File: src/dbe_ring_slot.sv
// Ring address unit of the deque/bag engine: maps a position counted from the
// front to a storage slot, (base + offset) mod DEPTH. Depends on nothing.
`default_nettype none

module dbe_ring_slot #(
  parameter int DEPTH = 16,
  localparam int IDX_W = $clog2(DEPTH),
  localparam int CNT_W = $clog2(DEPTH + 1)
) (
  input  wire logic [IDX_W-1:0] base,
  input  wire logic [CNT_W-1:0] offset,
  output logic      [IDX_W-1:0] slot
);

  localparam int SUM_W = CNT_W + 1;

  logic [SUM_W-1:0] sum;
  logic [SUM_W-1:0] wrapped;

  // The base is below DEPTH and the offset at most DEPTH, so one conditional subtract wraps the sum.
  always_comb begin
    sum = SUM_W'(base) + SUM_W'(offset);
    if (sum >= SUM_W'(DEPTH)) begin
      wrapped = sum - SUM_W'(DEPTH);
    end else begin
      wrapped = sum;
    end
  end

  assign slot = wrapped[IDX_W-1:0];

endmodule

`default_nettype wire

File: config.mk
export PLATFORM = sky130hd
export DESIGN_NAME = dbe_ring_slot
export DESIGN_NICKNAME = d
export VERILOG_FILES = /design/src/dbe_ring_slot.sv
export SDC_FILE = /design/constraint.sdc
export NUM_CORES = 1
export LEC_CHECK = 0
export BUFFER_PORTS_ARGS = -buffer_cell sky130_fd_sc_hd__buf_2
export CORE_AREA = 2 2 39 41
export DETAILED_ROUTE_END_ITERATION = 7
export DIE_AREA = 0 0 41 43
export GPL_TIMING_DRIVEN = 0
export PLACE_DENSITY = 0.38
export SYNTH_ARGS = -nofsm -noshare
export SYNTH_HDL_FRONTEND = slang
export SYNTH_SLANG_ARGS = --single-unit
File: constraint.sdc
create_clock -name vclk -period 1.3
set_input_delay 0.195 -clock vclk [all_inputs]
set_output_delay 0.195 -clock vclk [all_outputs]
set_load 0.05 [all_outputs]
==> results.yml <==
synthesis:
  synth_top_area_cell: "ha_1"
  seq_area_frac_synth: 0
  synth_simple_gate_area_frac: 0
  synth-compound-area-share: 0.162
  synth_top_area_share: 0.375
  synth.net_count: 22
  synth_xor_area_frac: 0.262
  synth_cell_types: 6
  netlist_area_um2: 100
  synthAdderAreaFrac: 0.575
  syn_area_per_cell_um2: 11.1
  ys_top_cells_by_area: "ha_1 38%, fa_1 20%, xor2_1 18%"
  synth_top_family_by_area: "adder cells"
  synthMuxAreaShare: 0
  synthCells: 9
  yosys_warnings: 0
layout:
  final_nets: 36
  seq_cell_count: 0
  finalNonFillerCells: 37
  fill_cells: 148
  insertedDiodeCount: 0
  layout.cells.most_common: "buf_6"
  syn_to_final_growth_pct: 202
  clkbuf_count: 0
  multi_input_area_um2: 175
  seqCellArea_um2: 0
  finish.instance_area_um2: 303
  mostFrequentLayoutCells: "6 x buf_6, 5 x buf_2, 2 x ha_4"
  drive_gt1_frac: 0.905
timing:
  holdWs_ns: 0.813
  max_freq_mhz: 722
  setup_viol_count_final: 3
  rsz0062_at_grt: "true"
  slew_headroom: 0.719
  hold_viol_final: 0
  min_period_ns: 1.38
  finalMaxSlewViolations: 0
  fin_ws_ns: -0.0849
  worst-slew-pin-transition_ns: 0.421
  timing.final.crit_share: 1.07
hold_path:
  hold_path_depth: 3
  holdCritPathClass: "in -> out"
power_and_ir_drop:
  finalPower_mw: 0.218
  power_density_nw_per_um2: 720
  vdd_ir_drop_max_mv: 0.178
  p_leak_nw: 0.125
worst_setup_path:
  crit_required_ns: 1.11
  arrival_ns: 1.19
  slowest_delay_ns: 0.22
  critPathKind: "in -> out"
  cp_slowest_cell: "ha_4"
  path_max_fanout: 2
  cp-end-kind: "output pin"
  path_cells: "buf_8 -> ha_4 -> a21o_1 -> a21oi_4 -> xnor2_4 -> buf_6"
  worstSetupStartpointType: "primary input"
global_routing:
  grt_max_degree: 3
  antenna_found_initial: 0
  grt_pass1_vias: 123
  grt_pass1_wl_um: 524
  grt_usage: 0.0420
  overflow: 0
clocking:
  postCtsSetupRepairBufs: 0
  holdBufCountCts: 0
place:
  dp_cells: 37
  portBuffers: 12
  gp_congestion: 0.554
  place_area_um2: 220
  dp_hpwl_um: 297
floorplan:
  start_util: 0.0723
  ios: 13
  fp.coreArea_um2: 1380
  die_y_um: 43
  die_w_um: 41
  dieArea_um2: 1760
  rows: 14
routing:
  avgViaCountPerCell: 3.14
  firstDrtPassIters: 1
  drtIter0Drc: 0
  ant_nets: 0
  wl_per_cell_um: 8.86
  drc_errors: 0
  wl_um: 328
  vias: 116
outcome:
  violations: "setup timing"
  status: "complete, but fails checks"
run:
  maxCapViolCount: 0
-- worst paths after layout --
check	start	end	slack, ns
worst max-delay path	base[1]	slot[3]	-0.08
worst min-delay path	offset[0]	slot[0]	0.81
-- worst max-delay path, delay by kind of cell --
| family | cells | cell delay (ns) |
|---|---|---|
| buf+inv | 2 | 0.27 |
| xor+xnor | 1 | 0.13 |
| compound gates | 2 | 0.37 |
| fa+ha+maj | 1 | 0.22 |
-- area by class of cell --
type / instances / area share
repair buffers: 12 / 0.355
multi-input cells: 9 / 0.579
well taps: 16 / 0.0661
-- power by group --
group	total (mW)	switching [mW]	internal, mW
Combinational	0.218	0.123	0.0952
Sequential	0	0	0
Clock	0	0	0
-- repair_timing --
item | in CTS | in global routing
setup endpoints to repair | 3 | 3
resized for setup | 16 | 0
pin swaps | 6 | 2
-- synth_stat cells --
cell type and n:
a21oi_2 1, xnor2_1 1, fa_1 1, ha_1 3
a21o_1 1, xor2_1 2
-- metrics by stage --
stage	utilization	TNS, ns	setup WS, ns
finish	0.219	-0.175	-0.0849
global placement	0.159	-0.693	-0.302
CTS	0.219	-0.185	-0.0807
detailed placement	0.159	-0.744	-0.306
floorplan	-	-0.0232	-0.0232
global route	0.219	-0.265	-0.102
-- kinds of logic after synthesis --
group	after synthesis
adder cells (fa/ha/maj)	4
XOR/XNOR	3
AO/OA/AOI/OAI	2
-- metal layers --
metal	global-route usage	up-vias	wire (um)
met5	0	-	0
met2	0.0719	12	138
met4	0	0	0
li1	-	55	-
met1	0.0508	49	114
met3	0.0157	0	75
Note: power is estimated with default switching activity, not from simulation.
